### src/one_wire_bus_master_defines.svh
// Assertion macros for the 1-Wire bus master.
// Define NO_ASSERTIONS to compile them away.
`ifndef ONE_WIRE_BUS_MASTER_DEFINES_SVH
`define ONE_WIRE_BUS_MASTER_DEFINES_SVH

`ifndef NO_ASSERTIONS

// Consequent checked in the same cycle as the antecedent.
`define OWBM_ASSERT_SAME(label, clk, rst_n, ante, cons) \
    label: assert property (@(posedge clk) disable iff (!rst_n) (ante) |-> (cons)) \
        else $error("one_wire_bus_master: same-cycle check failed");

// Consequent checked in the cycle after the antecedent.
`define OWBM_ASSERT_NEXT(label, clk, rst_n, ante, cons) \
    label: assert property (@(posedge clk) disable iff (!rst_n) (ante) |=> (cons)) \
        else $error("one_wire_bus_master: next-cycle check failed");

`else

`define OWBM_ASSERT_SAME(label, clk, rst_n, ante, cons)
`define OWBM_ASSERT_NEXT(label, clk, rst_n, ante, cons)

`endif

`endif

### src/owbm_pkg.sv
`timescale 1ns / 1ps

package owbm_pkg;

    localparam int TICK_W  = 10;
    localparam int NUM_REGS = 8;
    localparam int IDX_W   = $clog2(NUM_REGS);

    // Register indexes on the configuration port
    localparam logic [IDX_W-1:0] REG_RESET_LOW     = 3'd0;
    localparam logic [IDX_W-1:0] REG_PRESENCE_WAIT = 3'd1;
    localparam logic [IDX_W-1:0] REG_RESET_TAIL    = 3'd2;
    localparam logic [IDX_W-1:0] REG_WRITE_LOW     = 3'd3;
    localparam logic [IDX_W-1:0] REG_WRITE_HOLD    = 3'd4;
    localparam logic [IDX_W-1:0] REG_READ_LOW      = 3'd5;
    localparam logic [IDX_W-1:0] REG_READ_SAMPLE   = 3'd6;
    localparam logic [IDX_W-1:0] REG_READ_TAIL     = 3'd7;

    // Reset values of the tick registers
    localparam logic [TICK_W-1:0] RST_RESET_LOW     = 10'd500;
    localparam logic [TICK_W-1:0] RST_PRESENCE_WAIT = 10'd70;
    localparam logic [TICK_W-1:0] RST_RESET_TAIL    = 10'd500;
    localparam logic [TICK_W-1:0] RST_WRITE_LOW     = 10'd15;
    localparam logic [TICK_W-1:0] RST_WRITE_HOLD    = 10'd55;
    localparam logic [TICK_W-1:0] RST_READ_LOW      = 10'd10;
    localparam logic [TICK_W-1:0] RST_READ_SAMPLE   = 10'd10;
    localparam logic [TICK_W-1:0] RST_READ_TAIL     = 10'd55;

    // Command codes
    localparam logic [1:0] OP_NONE  = 2'd0;
    localparam logic [1:0] OP_RESET = 2'd1;
    localparam logic [1:0] OP_WRITE = 2'd2;
    localparam logic [1:0] OP_READ  = 2'd3;

    typedef enum logic [3:0] {
        PH_IDLE     = 4'd0,
        PH_RST_LOW  = 4'd1,
        PH_RST_WAIT = 4'd2,
        PH_RST_TAIL = 4'd3,
        PH_WR_LOW   = 4'd4,
        PH_WR_HOLD  = 4'd5,
        PH_RD_LOW   = 4'd6,
        PH_RD_WAIT  = 4'd7,
        PH_RD_TAIL  = 4'd8
    } phase_t;

    typedef struct packed {
        logic [TICK_W-1:0] reset_low;
        logic [TICK_W-1:0] presence_wait;
        logic [TICK_W-1:0] reset_tail;
        logic [TICK_W-1:0] write_low;
        logic [TICK_W-1:0] write_hold;
        logic [TICK_W-1:0] read_low;
        logic [TICK_W-1:0] read_sample;
        logic [TICK_W-1:0] read_tail;
    } cfg_t;

    typedef struct packed {
        logic [1:0] operation;
        logic [7:0] data_byte;
        logic       line_in;
    } item_t;

    typedef struct packed {
        logic       drive_low;
        logic       busy_res;
        logic       done_res;
        logic       presence;
        logic [7:0] read_data;
    } result_t;

    typedef struct packed {
        logic idle;
    } core_stat_t;

    // Tick register that sets the length of a busy phase
    function automatic logic [TICK_W-1:0] phase_len(cfg_t cfg, phase_t ph);
        logic [TICK_W-1:0] len;
        case (ph)
            PH_RST_LOW:  len = cfg.reset_low;
            PH_RST_WAIT: len = cfg.presence_wait;
            PH_RST_TAIL: len = cfg.reset_tail;
            PH_WR_LOW:   len = cfg.write_low;
            PH_WR_HOLD:  len = cfg.write_hold;
            PH_RD_LOW:   len = cfg.read_low;
            PH_RD_WAIT:  len = cfg.read_sample;
            default:     len = cfg.read_tail;
        endcase
        return len;
    endfunction

endpackage

### src/owbm_ifs.sv
`timescale 1ns / 1ps

interface owbm_in_if;
    logic       valid;
    logic       ready;
    logic [1:0] operation;
    logic [7:0] data_byte;
    logic       line_in;

    modport source (output valid, output operation, output data_byte, output line_in,
                    input ready);
    modport sink (input valid, input operation, input data_byte, input line_in,
                  output ready);
endinterface

interface owbm_out_if;
    logic       valid;
    logic       ready;
    logic       drive_low;
    logic       busy_res;
    logic       done_res;
    logic       presence;
    logic [7:0] read_data;

    modport source (output valid, output drive_low, output busy_res, output done_res,
                    output presence, output read_data, input ready);
    modport sink (input valid, input drive_low, input busy_res, input done_res,
                  input presence, input read_data, output ready);
endinterface

### src/one_wire_bus_master.sv
`timescale 1ns / 1ps

// 1-Wire bus master, stepped one bus tick per input word. Each input word carries an
// optional command (reset and presence, write byte, read byte), the byte to write, and
// the bus level sampled on that tick; each input word yields exactly one output word
// with the line drive, busy, a done pulse, the presence flag and the last byte read.
// Every slot timing is a tick count in eight 10-bit registers written through the
// cfg_* port; the user must write them only while the block is idle, which the block
// itself does not enforce. A count of zero acts as one tick. A command that arrives
// while a sequence is running is dropped. Throughput is one word per clock while the
// output is not stalled: the sequencer state updates once per word, and the path
// from the input register through the phase logic to the output register is
// combinational. A word passes through the input register and then the output
// register. A stalled output holds the sequencer and the input register, so the block holds at most two words.
`include "one_wire_bus_master_defines.svh"

module one_wire_bus_master
(
    input  logic                        clk,
    input  logic                        rst_n,
    owbm_in_if.sink                     in_ch,
    owbm_out_if.source                  out_ch,
    input  logic                        cfg_wr_en,
    input  logic [owbm_pkg::IDX_W-1:0]  cfg_index,
    input  logic [owbm_pkg::TICK_W-1:0] cfg_wr_data
);

    owbm_pkg::cfg_t       cfg;
    owbm_pkg::item_t      s1_item_reg;
    logic                 s1_valid_reg, s1_valid_next;
    owbm_pkg::result_t    res_next;
    owbm_pkg::result_t    res_reg;
    logic                 out_valid_reg, out_valid_next;
    owbm_pkg::core_stat_t core_stat;
    logic                 accept_in;
    logic                 advance;
    logic                 idle_tick;

    // Tick-count registers
    owbm_cfg u_cfg
    (
        .clk      (clk),
        .rst_n    (rst_n),
        .wr_en    (cfg_wr_en),
        .wr_index (cfg_index),
        .wr_data  (cfg_wr_data),
        .cfg      (cfg)
    );

    // Advance the sequencer when the input register holds a word and the output
    // register is empty or being drained this cycle.
    assign advance   = s1_valid_reg && (!out_valid_reg || out_ch.ready);
    assign in_ch.ready = !s1_valid_reg || advance;
    assign accept_in = in_ch.valid && in_ch.ready;

    always_comb
    begin
        if (accept_in)
            s1_valid_next = 1'b1;
        else if (advance)
            s1_valid_next = 1'b0;
        else
            s1_valid_next = s1_valid_reg;

        if (advance)
            out_valid_next = 1'b1;
        else if (out_ch.ready)
            out_valid_next = 1'b0;
        else
            out_valid_next = out_valid_reg;
    end

    // Input and output registers: control with reset, payload without
    always_ff @(posedge clk or negedge rst_n)
    begin
        if (!rst_n)
        begin
            s1_valid_reg  <= 1'b0;
            out_valid_reg <= 1'b0;
        end
        else
        begin
            s1_valid_reg  <= s1_valid_next;
            out_valid_reg <= out_valid_next;
        end
    end

    always_ff @(posedge clk)
    begin
        if (accept_in)
        begin
            s1_item_reg.operation <= in_ch.operation;
            s1_item_reg.data_byte <= in_ch.data_byte;
            s1_item_reg.line_in   <= in_ch.line_in;
        end
        if (advance)
        begin
            res_reg <= res_next;
        end
    end

    // Phase sequencer: one tick of the bus per advance
    owbm_core u_core
    (
        .clk     (clk),
        .rst_n   (rst_n),
        .advance (advance),
        .item    (s1_item_reg),
        .cfg     (cfg),
        .res     (res_next),
        .stat    (core_stat)
    );

    // Output register drives the result channel
    assign out_ch.valid     = out_valid_reg;
    assign out_ch.drive_low = res_reg.drive_low;
    assign out_ch.busy_res  = res_reg.busy_res;
    assign out_ch.done_res  = res_reg.done_res;
    assign out_ch.presence  = res_reg.presence;
    assign out_ch.read_data = res_reg.read_data;

    // A finishing tick leaves the sequencer idle.
    `OWBM_ASSERT_NEXT(a_done_then_idle, clk, rst_n, advance && res_next.done_res, core_stat.idle)
    // An idle tick with no command yields a word that is not busy.
    assign idle_tick = advance && core_stat.idle && s1_item_reg.operation == owbm_pkg::OP_NONE;
    `OWBM_ASSERT_NEXT(a_idle_not_busy, clk, rst_n, idle_tick, !res_reg.busy_res)
    // With the output register empty the input side never stalls.
    `OWBM_ASSERT_SAME(a_empty_ready, clk, rst_n, !out_valid_reg, in_ch.ready)

endmodule

### src/owbm_cfg.sv
`timescale 1ns / 1ps

module owbm_cfg
(
    input  logic                        clk,
    input  logic                        rst_n,
    input  logic                        wr_en,
    input  logic [owbm_pkg::IDX_W-1:0]  wr_index,
    input  logic [owbm_pkg::TICK_W-1:0] wr_data,
    output owbm_pkg::cfg_t              cfg
);

    owbm_pkg::cfg_t cfg_reg;
    owbm_pkg::cfg_t cfg_next;

    always_comb
    begin
        cfg_next = cfg_reg;
        if (wr_en)
        begin
            case (wr_index)
                owbm_pkg::REG_RESET_LOW:     cfg_next.reset_low     = wr_data;
                owbm_pkg::REG_PRESENCE_WAIT: cfg_next.presence_wait = wr_data;
                owbm_pkg::REG_RESET_TAIL:    cfg_next.reset_tail    = wr_data;
                owbm_pkg::REG_WRITE_LOW:     cfg_next.write_low     = wr_data;
                owbm_pkg::REG_WRITE_HOLD:    cfg_next.write_hold    = wr_data;
                owbm_pkg::REG_READ_LOW:      cfg_next.read_low      = wr_data;
                owbm_pkg::REG_READ_SAMPLE:   cfg_next.read_sample   = wr_data;
                owbm_pkg::REG_READ_TAIL:     cfg_next.read_tail     = wr_data;
                default:                     cfg_next = cfg_reg;
            endcase
        end
    end

    always_ff @(posedge clk or negedge rst_n)
    begin
        if (!rst_n)
        begin
            cfg_reg.reset_low     <= owbm_pkg::RST_RESET_LOW;
            cfg_reg.presence_wait <= owbm_pkg::RST_PRESENCE_WAIT;
            cfg_reg.reset_tail    <= owbm_pkg::RST_RESET_TAIL;
            cfg_reg.write_low     <= owbm_pkg::RST_WRITE_LOW;
            cfg_reg.write_hold    <= owbm_pkg::RST_WRITE_HOLD;
            cfg_reg.read_low      <= owbm_pkg::RST_READ_LOW;
            cfg_reg.read_sample   <= owbm_pkg::RST_READ_SAMPLE;
            cfg_reg.read_tail     <= owbm_pkg::RST_READ_TAIL;
        end
        else
        begin
            cfg_reg <= cfg_next;
        end
    end

    assign cfg = cfg_reg;

endmodule

### src/owbm_core.sv
`timescale 1ns / 1ps

module owbm_core
(
    input  logic                 clk,
    input  logic                 rst_n,
    input  logic                 advance,
    input  owbm_pkg::item_t      item,
    input  owbm_pkg::cfg_t       cfg,
    output owbm_pkg::result_t    res,
    output owbm_pkg::core_stat_t stat
);

    owbm_pkg::phase_t            phase_reg, phase_next, ph;
    logic [owbm_pkg::TICK_W-1:0] tick_reg, tick_next, tick;
    logic [owbm_pkg::TICK_W-1:0] len;
    logic [2:0]                  bit_reg, bit_next, bidx;
    logic [7:0]                  shift_reg, shift_next, shft;
    logic                        presence_reg, presence_next;
    logic [7:0]                  read_reg, read_next;
    logic                        last;
    logic                        drive, busy, done;

    always_comb
    begin
        ph   = phase_reg;
        tick = tick_reg;
        bidx = bit_reg;
        shft = shift_reg;

        // A command taken while idle starts on this very tick
        if (phase_reg == owbm_pkg::PH_IDLE && item.operation != owbm_pkg::OP_NONE)
        begin
            tick = '0;
            bidx = '0;
            case (item.operation)
                owbm_pkg::OP_RESET: ph = owbm_pkg::PH_RST_LOW;
                owbm_pkg::OP_WRITE:
                begin
                    ph   = owbm_pkg::PH_WR_LOW;
                    shft = item.data_byte;
                end
                default:
                begin
                    ph   = owbm_pkg::PH_RD_LOW;
                    shft = '0;
                end
            endcase
        end

        len  = owbm_pkg::phase_len(cfg, ph);
        last = ({1'b0, tick} + 11'd1) >= {1'b0, len};

        phase_next    = ph;
        tick_next     = tick;
        bit_next      = bidx;
        shift_next    = shft;
        presence_next = presence_reg;
        read_next     = read_reg;
        drive         = 1'b0;
        busy          = 1'b0;
        done          = 1'b0;

        if (ph != owbm_pkg::PH_IDLE)
        begin
            busy = 1'b1;
            case (ph)
                owbm_pkg::PH_RST_LOW,
                owbm_pkg::PH_WR_LOW,
                owbm_pkg::PH_RD_LOW:  drive = 1'b1;
                owbm_pkg::PH_WR_HOLD: drive = ~shft[0];
                default:              drive = 1'b0;
            endcase

            if (last)
            begin
                tick_next = '0;
                case (ph)
                    owbm_pkg::PH_RST_LOW: phase_next = owbm_pkg::PH_RST_WAIT;
                    owbm_pkg::PH_RST_WAIT:
                    begin
                        presence_next = ~item.line_in;
                        phase_next    = owbm_pkg::PH_RST_TAIL;
                    end
                    owbm_pkg::PH_RST_TAIL:
                    begin
                        phase_next = owbm_pkg::PH_IDLE;
                        done       = 1'b1;
                    end
                    owbm_pkg::PH_WR_LOW: phase_next = owbm_pkg::PH_WR_HOLD;
                    owbm_pkg::PH_WR_HOLD:
                    begin
                        shift_next = {1'b0, shft[7:1]};
                        if (bidx == 3'd7)
                        begin
                            phase_next = owbm_pkg::PH_IDLE;
                            done       = 1'b1;
                            bit_next   = '0;
                        end
                        else
                        begin
                            bit_next   = bidx + 3'd1;
                            phase_next = owbm_pkg::PH_WR_LOW;
                        end
                    end
                    owbm_pkg::PH_RD_LOW: phase_next = owbm_pkg::PH_RD_WAIT;
                    owbm_pkg::PH_RD_WAIT:
                    begin
                        shift_next = {item.line_in, shft[7:1]};
                        phase_next = owbm_pkg::PH_RD_TAIL;
                    end
                    default:
                    begin
                        if (bidx == 3'd7)
                        begin
                            read_next  = shft;
                            phase_next = owbm_pkg::PH_IDLE;
                            done       = 1'b1;
                            bit_next   = '0;
                        end
                        else
                        begin
                            bit_next   = bidx + 3'd1;
                            phase_next = owbm_pkg::PH_RD_LOW;
                        end
                    end
                endcase
            end
            else
            begin
                tick_next = tick + 10'd1;
            end
        end

        res.drive_low = drive;
        res.busy_res  = busy;
        res.done_res  = done;
        res.presence  = presence_next;
        res.read_data = read_next;
    end

    always_ff @(posedge clk or negedge rst_n)
    begin
        if (!rst_n)
        begin
            phase_reg    <= owbm_pkg::PH_IDLE;
            tick_reg     <= '0;
            bit_reg      <= '0;
            shift_reg    <= '0;
            presence_reg <= 1'b0;
            read_reg     <= '0;
        end
        else if (advance)
        begin
            phase_reg    <= phase_next;
            tick_reg     <= tick_next;
            bit_reg      <= bit_next;
            shift_reg    <= shift_next;
            presence_reg <= presence_next;
            read_reg     <= read_next;
        end
    end

    assign stat.idle = (phase_reg == owbm_pkg::PH_IDLE);

endmodule

### src/flat_wrapper.sv
// flat-port wrapper written by rule: the top's interface ports become plain ports
module one_wire_bus_master_flat 
  (clk, rst_n, cfg_wr_en, cfg_index, cfg_wr_data, in_ch_valid, in_ch_operation, in_ch_data_byte, in_ch_line_in, in_ch_ready, out_ch_valid, out_ch_drive_low, out_ch_busy_res, out_ch_done_res, out_ch_presence, out_ch_read_data, out_ch_ready);
  owbm_in_if in_ch_i ();
  owbm_out_if out_ch_i ();
  input  logic clk;
  input  logic rst_n;
  input  logic cfg_wr_en;
  input  logic [owbm_pkg::IDX_W-1:0] cfg_index;
  input  logic [owbm_pkg::TICK_W-1:0] cfg_wr_data;
  input wire logic [$bits(in_ch_i.valid)-1:0] in_ch_valid;
  input wire logic [$bits(in_ch_i.operation)-1:0] in_ch_operation;
  input wire logic [$bits(in_ch_i.data_byte)-1:0] in_ch_data_byte;
  input wire logic [$bits(in_ch_i.line_in)-1:0] in_ch_line_in;
  output wire logic [$bits(in_ch_i.ready)-1:0] in_ch_ready;
  output wire logic [$bits(out_ch_i.valid)-1:0] out_ch_valid;
  output wire logic [$bits(out_ch_i.drive_low)-1:0] out_ch_drive_low;
  output wire logic [$bits(out_ch_i.busy_res)-1:0] out_ch_busy_res;
  output wire logic [$bits(out_ch_i.done_res)-1:0] out_ch_done_res;
  output wire logic [$bits(out_ch_i.presence)-1:0] out_ch_presence;
  output wire logic [$bits(out_ch_i.read_data)-1:0] out_ch_read_data;
  input wire logic [$bits(out_ch_i.ready)-1:0] out_ch_ready;
  assign in_ch_i.valid = in_ch_valid;
  assign in_ch_i.operation = in_ch_operation;
  assign in_ch_i.data_byte = in_ch_data_byte;
  assign in_ch_i.line_in = in_ch_line_in;
  assign in_ch_ready = in_ch_i.ready;
  assign out_ch_valid = out_ch_i.valid;
  assign out_ch_drive_low = out_ch_i.drive_low;
  assign out_ch_busy_res = out_ch_i.busy_res;
  assign out_ch_done_res = out_ch_i.done_res;
  assign out_ch_presence = out_ch_i.presence;
  assign out_ch_read_data = out_ch_i.read_data;
  assign out_ch_i.ready = out_ch_ready;
  one_wire_bus_master u_core (.clk(clk), .rst_n(rst_n), .in_ch(in_ch_i), .out_ch(out_ch_i), .cfg_wr_en(cfg_wr_en), .cfg_index(cfg_index), .cfg_wr_data(cfg_wr_data));
endmodule
### config.mk
export PLATFORM = sky130hd
export DESIGN_NAME = one_wire_bus_master_flat
export DESIGN_NICKNAME = d
export VERILOG_FILES = /design/src/owbm_pkg.sv /design/src/owbm_ifs.sv /design/src/one_wire_bus_master.sv /design/src/owbm_cfg.sv /design/src/owbm_core.sv /design/src/flat_wrapper.sv
export VERILOG_INCLUDE_DIRS = /design/src /design/src/src
export SDC_FILE = /design/constraint.sdc
export NUM_CORES = 1
export LEC_CHECK = 0
export ABC_CLOCK_PERIOD_IN_PS = 4300
export BUFFER_PORTS_ARGS = -buffer_cell sky130_fd_sc_hd__buf_2
export CAP_MARGIN = 20
export CELL_PAD_IN_SITES_DETAIL_PLACEMENT = 1
export CELL_PAD_IN_SITES_GLOBAL_PLACEMENT = 2
export CORE_AREA = 2 2 132 134
export DETAILED_ROUTE_END_ITERATION = 8
export DIE_AREA = 0 0 134 136
export PLACE_DENSITY = 0.76
export SKIP_LAST_GASP = 1
export SYNTH_ARGS = -nofsm -noshare
export SYNTH_HDL_FRONTEND = slang
export SYNTH_SLANG_ARGS = --single-unit
export TNS_END_PERCENT = 30
### constraint.sdc
create_clock -name clk -period 4.3 [get_ports clk]
set_input_delay 0.215 -clock clk [delete_from_list [all_inputs] [get_ports clk]]
set_output_delay 0.215 -clock clk [all_outputs]
set_load 0.05 [all_outputs]
==> run summary, run 1 <==
The half-perimeter wire length after detailed placement came out at around 12000 µm. After clock tree synthesis, the clock-pin slew on the worst setup and hold paths is 0.06 ns. The flip-flop count of the largest register, all copies and words added came out at 80. The number of nets in the final layout came out at just under 700. The worst setup path is launched from a register. Summed over all instances, the cell type with the most area after synthesis is dfrtp_1. The overall die width is ~130 µm.

Setup repair after global routing could not meet its margin everywhere. The clock latency on the worst-skew pair came out at around 0.42 ns. VDD sags by at most 0.000321 V.

The number of different library cells in the post-synthesis netlist is between 50 and 60. The smallest setup slack after layout came out at around 0.17 ns. In this run the core area contains between 40 and 50 standard-cell rows. The initial utilization of the core area, before any placement, comes to 0.409.

The max-slew violation count is 0. The final period utilization came out at 0.960. 0 antenna diodes ended up in the layout. The die area came out at approximately 0.018 mm². The time the final worst path needs with I/O delays and setup is 4.13 ns. The relative max-transition margin came out at 0.315.

The final design area excluding fillers came out at ~0.0082 mm². The placed standard-cell area is about 0.0074 mm². The instance count after placement with tap cells included is 827. The number of optimization iterations in the first detailed-route pass came out at 4.

The overall die height came out at around 140 µm. The cell count after synthesis came out at 569. The detail route stage leaves a number of antenna-violating nets equal to 0.

The measured slew at the worst slew-check pin is about 1.0 ns. By instance count, the leading cell after synthesis is mux2_2. The TritonCTS clock tree is yes. The maximum clock rate is about 240 MHz. The setup skew after layout is 0.00651 ns. The H-tree was split into 4 levels. The fraction of final layout cells with drive strength greater than 1 came out at 0.374. The commonest cells after synthesis are mux2_2, dfrtp_1, nand2_1. The kind of critical path is reg2reg. The count of boundary I/O pins is 43. The number of max-cap violations is 0. The final estimated routing congestion in global placement came out at 0.803.

On the worst path, the slowest cell contributes a delay of 0.41 ns. Of the post-synthesis cell area, the dominant cell type holds 0.301. The number of antenna violations at the first check in global routing is 0. From synthesis to final layout, the design area changed by 18.5%. The final total power is 5.22 mW. Before CTS, the worst setup slack after placement is 0.118 ns. The worst hold path belongs to the class in2reg. The count of endpoints failing hold in the final timing report is 0.

The register bit count reported by yosys is 139. Dividing total power by cell area gives a power density of 639 mW/mm². In this run the worst path has a maximum fanout of 14. The signal on the critical path passes through inv_1 > ha_1 > nor4b_1 > or2_2 > a221o_1 > a221oi_1 > o21ai_0 > ha_1 > nand2b_1 > a211oi_1 > o211ai_2 > buf_4 > a21o_2 > a21oi_1 > a41oi_1. The initial detailed-routing violation count came out at 307. The data arrival time of the worst path came out at about 4.3 ns. At the worst endpoint, the required time is approximately 4.4 ns. TritonCTS created 17 clock buffers. The detailed-route wire length is approximately 18000 µm. STA classifies the critical path endpoint as a register. The total clock sinks is between 100 and 150.

The flip-flop cell with the highest count after synthesis is dfrtp_1. Clock tree synthesis selected as its root buffer the cell clkbuf_16. The most numerous cell type found on the critical path is ha_1. Leaving out filler cells and counting taps, the final layout contains between 800 and 900. The sum of overflow across all layers after global routing came out at 0. Entering global routing, the biggest net connects 61 pins. Counting both buffers and inverters, the worst setup path holds a total of 2.

The leakage power figure is 3.49 nW. The count of buffers inserted at the top-level ports came out at 42. The via count of the first global-routing pass is 5327. The kind of cell with the highest combined delay along the critical path is compound AO/OA/AOI/OAI gates. The flow ran to the end, and the final reports show no timing, DRC or antenna violations. The setup TNS came out at 0 ns. The average wire length per cell after detail routing came out at 20.4 µm.

For this run, the register share of the synthesized area comes to 0.527. The number of DRC violations after detailed routing came out at 0. The detailed-route via count is 4953. The global-route usage over all layers is 0.209. The count of flip-flops with a built-in enable after synthesis is 23.

Dividing the detail-routed via count by the number of cells gives about 5.7. The share of async-settable or async-resettable flops after synthesis is 0.835. By area the synthesized netlist is led by dfrtp_1, mux2_2, dfstp_2. The area inside the core boundary is between 0.015 and 0.02 mm².

The warning count from the yosys run is 0. The total of endpoints with negative setup slack in the final report is 0. The clock passes through at most 2 buffers. The net count of the mapped netlist is 614. Among all stages on the critical path, the largest delay is contributed by or2_2.

The total standard cell area after synthesis came out at around 0.0069 mm². The first-pass GRT wire length came out at roughly 29000 µm. Averaged over all synthesized cells, the footprint is 12.1 µm².
per-layer routing:
metal / vias to the layer above / GRT usage / part of all wire
met1: 2599 / 0.259 / 0.44
met2: 74 / 0.370 / 0.52
met3: 23 / 0.0403 / 0.030
li1: 2257 / - / -
met4: 0 / 0.0650 / 0.012
met5: - / 0 / 0
per-stage QoR:
step / util / hold slack (ns)
final: 0.484 / 0.118
after floorplan: - / -0.0806
after global routing: 0.484 / 0.129
after CTS: 0.481 / 0.0970
after global placement: 0.440 / 0.392
after detailed placement: 0.440 / 0.393
cells by family (layout without fill, tap and decap cells):
family,after synthesis,count (layout),share of synthesized area
buffers and inverters,42,123,0.0249
AOI/OAI and AO/OA,118,118,0.119
and+or+nand+nor,127,127,0.0989
DFF,139,139,0.527
xor gates and xnor gates,7,7,0.00889
muxes,120,120,0.192
adders and majority gates,16,16,0.0290
cell usage in the layout (no fill, tap or decap), types with 10 or more instances in the layout:
cell            n
buf_2          41
buf_4          24
o21ai_0        36
inv_1          10
dfstp_2        33
a21oi_1        19
mux2_2         96
nor3_1         10
clkbuf_16      18
dlygate4sd3_1  13
nor2_1         22
dfrtp_1        83
mux2i_1        24
ha_1           16
edfxtp_1       23
nand2_1        45
layout make-up:
cell class,count,area (µm²)
Clock buffer,21,462
Tap cell,225,282
Timing Repair Buffer,80,547
Multi-Input combinational cell,388,3110
Fill cell,1763,8710
Inverter,11,41.3
Sequential cell,139,3630
Clock inverter,11,92.6
where the power goes:
group | switching (mW) | internal, mW
combinational | 1.17 | 0.775
sequential | 0.213 | 1.67
clock | 0.565 | 0.827
total | 1.95 | 3.27
repair_timing:
item	CTS	global route
endpoints found under the setup margin	0	23
resized for setup	0	4
hold buffers	13	0
setup buffers	0	2
endpoints found under the hold margin	95	0
worst min-delay path, cell delays in order:
cell,delay (ns)
buf_2,0.09
nand2b_1,0.13
nand2b_1,0.06
path summary, 6_finish.rpt:
check | slack (ns) | cells past startpoint | endpoint | from
worst max-delay path | 0.17 | 15 | u_core.out_ch.presence | u_core.s1_item_reg[9]
worst min-delay path | 0.12 | 3 | u_core.out_ch.valid | out_ch_ready
worst max register to register | 0.17 | 15 | u_core.out_ch.presence | u_core.s1_item_reg[9]
worst min register to register | 0.50 | 1 | u_core.u_cfg.cfg[48] | u_core.u_cfg.cfg[48]
max in group asynchronous | 3.29 | 3 | u_core.u_core.read_reg[1] | rst_n
min in group asynchronous | 0.50 | 3 | u_core.u_cfg.cfg[17] | rst_n
Power figures use the tool's default switching activity.
==> inputs of run 2 (changes only) <==
--- a/config.mk
+++ b/config.mk
@@ -11,9 +11,9 @@
 export CAP_MARGIN = 20
 export CELL_PAD_IN_SITES_DETAIL_PLACEMENT = 1
 export CELL_PAD_IN_SITES_GLOBAL_PLACEMENT = 2
-export CORE_AREA = 2 2 132 134
+export CORE_AREA = 2 2 139 127
 export DETAILED_ROUTE_END_ITERATION = 8
-export DIE_AREA = 0 0 134 136
+export DIE_AREA = 0 0 141 129
 export PLACE_DENSITY = 0.76
 export SKIP_LAST_GASP = 1
 export SYNTH_ARGS = -nofsm -noshare
==> run summary, run 2 (synthesis results as in run 1) <==
The starting density of the core came out at 0.412 (+0.00376). The leakage power figure came out at 3.49 nW (about the same). The number of placement rows was 45 (-6.3%). The global-route usage over all layers came out at 0.209 (about the same). The power per standard cell area is 644 mW/mm² (+0.78%). The total of endpoints with negative setup slack in the final report is 0 (unchanged). The count of buffers inserted at the top-level ports is 42 (unchanged). The final estimated routing congestion in global placement is 0.781 (-2.7%). The kind of start point of the critical path is a register. The layer carrying the most global-route usage is met2. STA classifies the critical path endpoint as a register. Leaving out fill and tap cells, the most frequent cells in the layout are mux2_2, dfrtp_1, nand2_1. The minimum setup slack among reg-to-reg paths was 0.23 ns (+0.06 ns). Leaving out fill and tap cells, the most frequent cell in the layout is mux2_2. The measured slew at the worst slew-check pin is 0.992 ns (-0.0301 ns). The global routing usage on met3 is 0.0491 (+0.00886). The average wire length per cell after detail routing came out at 20.6 µm (+1.1%). The max-slew violation count is 0 (unchanged). The setup skew after layout was 0.0122 ns (+0.00568 ns). The class of the worst hold path is in2reg.

The count of boundary I/O pins is 43 (unchanged). The number of antenna violations at the first check in global routing was 0 (unchanged). The number of non-filler instances in the completed layout came out at 856 (-2.2%). The die area came out at 0.0182 mm² (-0.19%). The remaining antenna violation count after routing is 0 (unchanged). TritonCTS built the clock tree. The total clock sinks came out at 139 (unchanged).

The vias per cell is 5.68 (+0.26%). The detailed-route via count came to 4858 (-1.9%). The count of endpoints failing hold in the final timing report came to 0 (unchanged). The number of max-cap violations is 0 (unchanged). The largest driver fanout on the critical path is 12 (-2). The CTS buffer count came out at 17 (unchanged).

The time the final worst path needs with I/O delays and setup came out at 4.07 ns (-0.0619 ns). The fraction of final layout cells with drive strength greater than 1 came out at 0.371 (-0.00330). The overall die height is 129 µm (-5.1%). The startpoint identified for the worst register-to-register timing path is u_core.s1_item_reg[9].

The instance count after placement with tap cells included is 811 (-1.9%). The CTS H-tree depth came out at 4 (unchanged). The number of optimization iterations in the first detailed-route pass came out at 4 (unchanged). The flip-flop count of the largest register, all copies and words added came to 80 (unchanged). The clock-pin slew reported for the worst setup and hold paths after clock tree synthesis came out at 0.06 ns (about the same).

The fill cell instance count of the final layout is 1759 (-0.23%). The data arrival time of the worst path is 4.36 ns (+0.09 ns). The initial detailed-routing violation count came out at 200 (-35%). In this run the most critical hold path is launched from in_ch_valid. The number of cell instances on the worst register-to-register path is 15 (unchanged).

The kind of critical path is reg2reg. The number of DRC violations after detailed routing is 0 (unchanged). The source of the critical timing path is u_core.s1_item_reg[9].

The via count of the first global-routing pass is 5182 (-2.7%). The number of nets in the final layout was 677 (-0.73%). Clock tree synthesis selected as its root buffer the cell clkbuf_16.

The number of cells on the worst hold path is 2 (-1). The clock latency on the worst-skew pair is 0.43 ns (about the same). The final period utilization is 0.946 (-0.0144).

The area inside the core boundary was 0.0167 mm² (-0.91%). The peak supply drop came out at 0.000350 V (+9.0%). The first-pass GRT wire length came out at 28900 µm (about the same).

The signed area change from the synthesized netlist to the final layout came out at 18.5% (about the same). The global routing met1 resource utilization is 0.280 (+0.0204). The relative max-transition margin was 0.335 (+0.0202).

The detailed-route wire length came out at 17700 µm (-1.1%). The area of all sequential standard cells is 0.00363 mm² (unchanged). The placed standard-cell area is 0.00741 mm² (-0.22%). The data required time of the critical path came out at 4.60 ns (+0.16 ns). The global-route met2 utilization came out at 0.344 (-0.0255). The antenna diode instance count came out at 0 (unchanged).

The largest net degree at the start of global routing is 44 (-28%). The run finished with clean final reports. The sum of overflow across all layers after global routing is 0 (unchanged). The minimum hold slack came out at 0.0168 ns (-0.101 ns). The clock tree buffer depth is 2 (unchanged). The area of the multi-input gates is 0.00311 mm² (about the same).

The maximum clock rate came out at 246 MHz (+1.5%). Setup repair after global routing could not meet its margin everywhere. The final design area excluding fillers is 0.00817 mm² (about the same).

The overall die width came out at 141 µm (+5.2%). The half-perimeter wire length after detailed placement came to 12000 µm (+0.54%).
[run 2: report_power, final]
| group | switching [mW] | internal, mW | leakage [nW] |
|---|---|---|---|
| clock | 0.560 | 0.921 | 0.293 |
| combinational | 1.13 | 0.763 | 1.59 |
| sequential | 0.222 | 1.67 | 1.61 |
| total | 1.91 | 3.35 | 3.49 |
[run 2: worst paths after layout]
| path | endpoint |
|---|---|
| hold / removal | u_core.s1_valid_reg |
| min in group asynchronous | u_core.u_core.read_reg[2] |
| setup / recovery | u_core.u_core.phase_reg[0] |
| hold reg to reg | u_core.u_core.read_reg[6] |
| max in group asynchronous | u_core.u_cfg.cfg[32] |
| setup reg to reg | u_core.u_core.phase_reg[0] |
[run 2: cell type report]
type | count | area share
sequential | 139 | 0.445
tap | 211 | 0.0323
multi-input combinational | 388 | 0.381
clock buffer | 23 | 0.0599
timing repair buffer | 75 | 0.0636
inverter | 11 | 0.00506
clock inverter | 9 | 0.0135
[run 2: worst max-delay path, stage by stage, from the launching register on]
cell      delay (ns)
edfxtp_1        0.36
inv_1           0.07
ha_1            0.27
nor4b_1         0.17
or2_2           0.34
a221o_1         0.36
a221oi_1        0.21
o21ai_0         0.25
ha_1            0.33
nand2b_1        0.14
a211oi_1        0.29
o211ai_2        0.24
a21oi_4         0.30
buf_4           0.25
nor3_1          0.08
a221o_1         0.29
[run 2: timing repair]
action | CTS | global route
endpoints found under the hold margin | 47 | 0
hold buffers | 12 | 0
gates resized for setup | 0 | 4
endpoints found under the setup margin | 0 | 26
buffers inserted | 0 | 1
[run 2: layer usage]
metal  part of all wire  wire, µm
met5                  0         0
met2               0.48      8480
met1               0.48      8450
met4              0.012       207
met3              0.030       533
[run 2: per-stage QoR]
stage,worst slack [ns],power [mW],setup TNS [ns],utilization
2_1_floorplan,0.428,3.12,0,-
3_3_place_gp,0.234,3.71,0,0.443
3_5_place_dp,0.153,3.78,0,0.443
4_1_cts,0.131,5.30,0,0.486
5_1_grt,-0.0560,5.62,-0.111,0.488
6_report,0.233,5.26,0,0.488
==> inputs of run 3 (changes only) <==
--- a/config.mk
+++ b/config.mk
@@ -14,7 +14,7 @@
 export CORE_AREA = 2 2 139 127
 export DETAILED_ROUTE_END_ITERATION = 8
 export DIE_AREA = 0 0 141 129
-export PLACE_DENSITY = 0.76
+export PLACE_DENSITY_LB_ADDON = 0.15
 export SKIP_LAST_GASP = 1
 export SYNTH_ARGS = -nofsm -noshare
 export SYNTH_HDL_FRONTEND = slang
==> run summary, run 3 (synthesis results as in run 1) <==
The fraction of final layout cells with drive strength greater than 1 is 0.372 (+0.00119). The leakage power figure came out at 3.53 nW (+0.90%). The largest net degree at the start of global routing is 45 (+2.3%). The half-perimeter wire length after detailed placement was 12300 µm (+2.6%). The maximum clock rate came out at 250 MHz (+1.6%). The number of optimization iterations in the first detailed-route pass came out at 4 (unchanged). The number of nets in the final layout came out at 683 (+0.89%).

The CTS H-tree depth is 4 (unchanged). The root buffer cell chosen for the clock tree is clkbuf_16. The path class of the tightest hold or removal check is in2reg. The clock tree buffer depth is 2 (unchanged). The kind of critical path is reg2reg. The most common cell after layout, fill and taps aside is mux2_2.

The number of antenna violations at the first check in global routing is 0 (unchanged). The startpoint identified for the worst register-to-register timing path is u_core.s1_item_reg[10]. The count of endpoints failing hold in the final timing report came out at 0 (unchanged). The area of the multi-input gates was 0.00310 mm² (-0.32%). In the layout the commonest cells are mux2_2, dfrtp_1, nand2_1. The die area is 0.0182 mm² (unchanged). The number of max-cap violations is 0 (unchanged). The smallest setup slack after layout was 0.296 ns (+0.0623 ns). The area of all sequential standard cells is 0.00363 mm² (unchanged). The first-pass GRT wire length is 29900 µm (+3.5%).

The final period utilization came out at 0.931 (-0.0145). The average wire length per cell after detail routing came to 21.1 µm (+2.2%). On the critical path, the stage with the largest delay is an instance of or2_2.

The hold path startpoint is out_ch_ready. The fill cell instance count of the final layout was 1733 (-1.5%). The number of DRC violations after detailed routing is 0 (unchanged).

Counting stages on the worst path, the most repeated cell is ha_1. The area inside the core boundary was 0.0167 mm² (unchanged). The initial detailed-routing violation count is 395 (+98%). The signed area change from the synthesized netlist to the final layout is 19.5%. The portion of total power attributed to combinational logic came to 0.354 (-0.005). The CTS buffer count is 17 (unchanged). The antenna diode instance count is 0 (unchanged). The data arrival time of the worst path came out at 4.32 ns (-0.04 ns). The clock latency on the worst-skew pair was 0.44 ns (about the same). The placed standard-cell area is 0.00742 mm² (+0.14%). The data required time of the critical path is 4.62 ns (+0.02 ns). The overall die width is 141 µm (unchanged). The count of boundary I/O pins was 43 (unchanged). The largest incremental delay on the critical path is 0.43 ns (+0.07 ns).

The peak supply drop is 0.000396 V (+13%). The max-slew violation count came to 0 (unchanged). The remaining antenna violation count after routing was 0 (unchanged). The detailed-route wire length came out at 18200 µm (+2.9%). Setup repair after global routing could not meet its margin everywhere. The setup skew after layout is 0.0118 ns (-0.000404 ns). The time the final worst path needs with I/O delays and setup came out at 4.00 ns (-0.0623 ns).

TritonCTS built the clock tree. The signal on the critical path passes through inv_1 > ha_1 > nor4b_1 > or2_2 > a221o_1 > a221oi_1 > o21ai_0 > ha_1 > nand2b_1 > a211oi_1 > o211ai_2 > a21oi_2 > buf_4 > nor3_4 > buf_12 > mux2_2. The sequential power share came out at 0.348 (-0.011). The vias per cell came out at 5.58 (-1.7%). The relative max-transition margin is 0.347 (+0.0119).

The worst setup path is launched from a register. The switching power came out at 1.96 mW (+2.5%). The overall die height came out at 129 µm (unchanged).

The pre-CTS worst setup slack is 0.149 ns (-0.00409 ns). The final design area excluding fillers came out at 0.00824 mm² (+0.86%). The global-route usage over all layers came out at 0.217 (+0.00759). The via count of the first global-routing pass is 5337 (+3.0%). The number of placement rows was 45 (unchanged).

The total of endpoints with negative setup slack in the final report is 0 (unchanged). The total clock sinks came out at 139 (unchanged). The nature of the critical path endpoint is a register. The detailed-route via count is 4809 (-1.0%). The flip-flop count of the largest register, all copies and words added is 80 (unchanged).

The final estimated routing congestion in global placement is 0.787 (+0.78%). The share of total power consumed by net switching is 0.360 (-0.00308). The clock-pin slew reported for the worst setup and hold paths after clock tree synthesis is 0.06 ns (about the same). The source of the critical timing path is u_core.s1_item_reg[10]. The clock power share is 0.298 (+0.017). The run finished with clean final reports. The starting density of the core is 0.412 (unchanged). The measured slew at the worst slew-check pin is 0.974 ns (-0.0177 ns). The count of buffers inserted at the top-level ports is 42 (unchanged). The power per standard cell area came out at 660 mW/mm² (+2.5%).

The largest driver fanout on the critical path was 11 (-1). The internal cell power is 3.48 mW (+3.8%). The sum of overflow across all layers after global routing is 0 (unchanged).
[run 3: changes by cell type in the layout (fill, tap and decap cells not counted), moves of 2 or more]
cell,before,now
clkbuf_8,2,0
clkinv_1,0,2
clkinvlp_4,1,3
clkinv_2,2,0
buf_4,19,25
inv_6,1,4
clkinv_4,2,0
clkbuf_1,3,1
bufinv_16,2,5
[run 3: what timing repair did]
item	in CTS	in global routing
hold buffers	13	0
setup endpoints to repair	0	17
setup buffers	0	3
hold endpoints to repair	37	0
resized for setup	0	1
[run 3: metal layers]
layer | track usage | vias to the layer above | part of all wire
li1 | - | 2259 | -
met3 | 0.0361 | 20 | 0.027
met2 | 0.367 | 68 | 0.49
met5 | 0 | - | 0
met4 | 0.0747 | 0 | 0.015
met1 | 0.285 | 2462 | 0.47
[run 3: worst max-delay path, delay by kind of cell (launching register included)]
family          cells  cell delay (ns)
compound gates      6             1.53
buf+inv             3             0.40
fa+ha+maj           2             0.55
simple gates        4             0.78
mux                 1             0.27
flops               1             0.36
[run 3: worst paths after layout]
check | slack (ns) | end | cells past startpoint
max in group asynchronous | 3.02 | u_core.u_cfg.cfg[62] | 3
worst max register to register | 0.30 | u_core.u_core.read_reg[1] | 16
min in group asynchronous | 0.31 | u_core.u_cfg.cfg[38] | 2
worst min register to register | 0.50 | u_core.u_cfg.cfg[36] | 1
worst max-delay path | 0.30 | u_core.u_core.read_reg[1] | 16
worst min-delay path | 0.08 | u_core.out_ch.valid | 3
[run 3: power by group through the flow]
stage	Clock, mW	Sequential [mW]	Combinational (mW)
5_1_grt	1.72	1.94	2.16
2_1_floorplan	0	1.85	1.27
3_5_place_dp	0	1.91	1.89
4_1_cts	1.66	1.89	1.92
6_report	1.62	1.89	1.92
3_3_place_gp	0	1.89	1.83
[run 3: area by class of cell]
type / count / area share
inverter: 11 / 0.00501
sequential: 139 / 0.441
tap: 211 / 0.0320
timing repair buffer: 81 / 0.0673
clock inverter: 14 / 0.0261
clock buffer: 18 / 0.0521
multi-input combinational: 388 / 0.376
[run 3: per-stage QoR]
| stage | utilization | hold WS [ns] | setup TNS [ns] | total power [mW] | instances |
|---|---|---|---|---|---|
| detailed placement | 0.444 | 0.244 | 0 | 3.80 | 814 |
| floorplan | - | -0.0806 | 0 | 3.12 | 569 |
| CTS | 0.490 | 0.0686 | 0 | 5.47 | 859 |
| finish | 0.493 | 0.0756 | 0 | 5.44 | 862 |
| global route | 0.493 | 0.0936 | -0.443 | 5.81 | 862 |
| global placement | 0.443 | 0.239 | 0 | 3.72 | 813 |
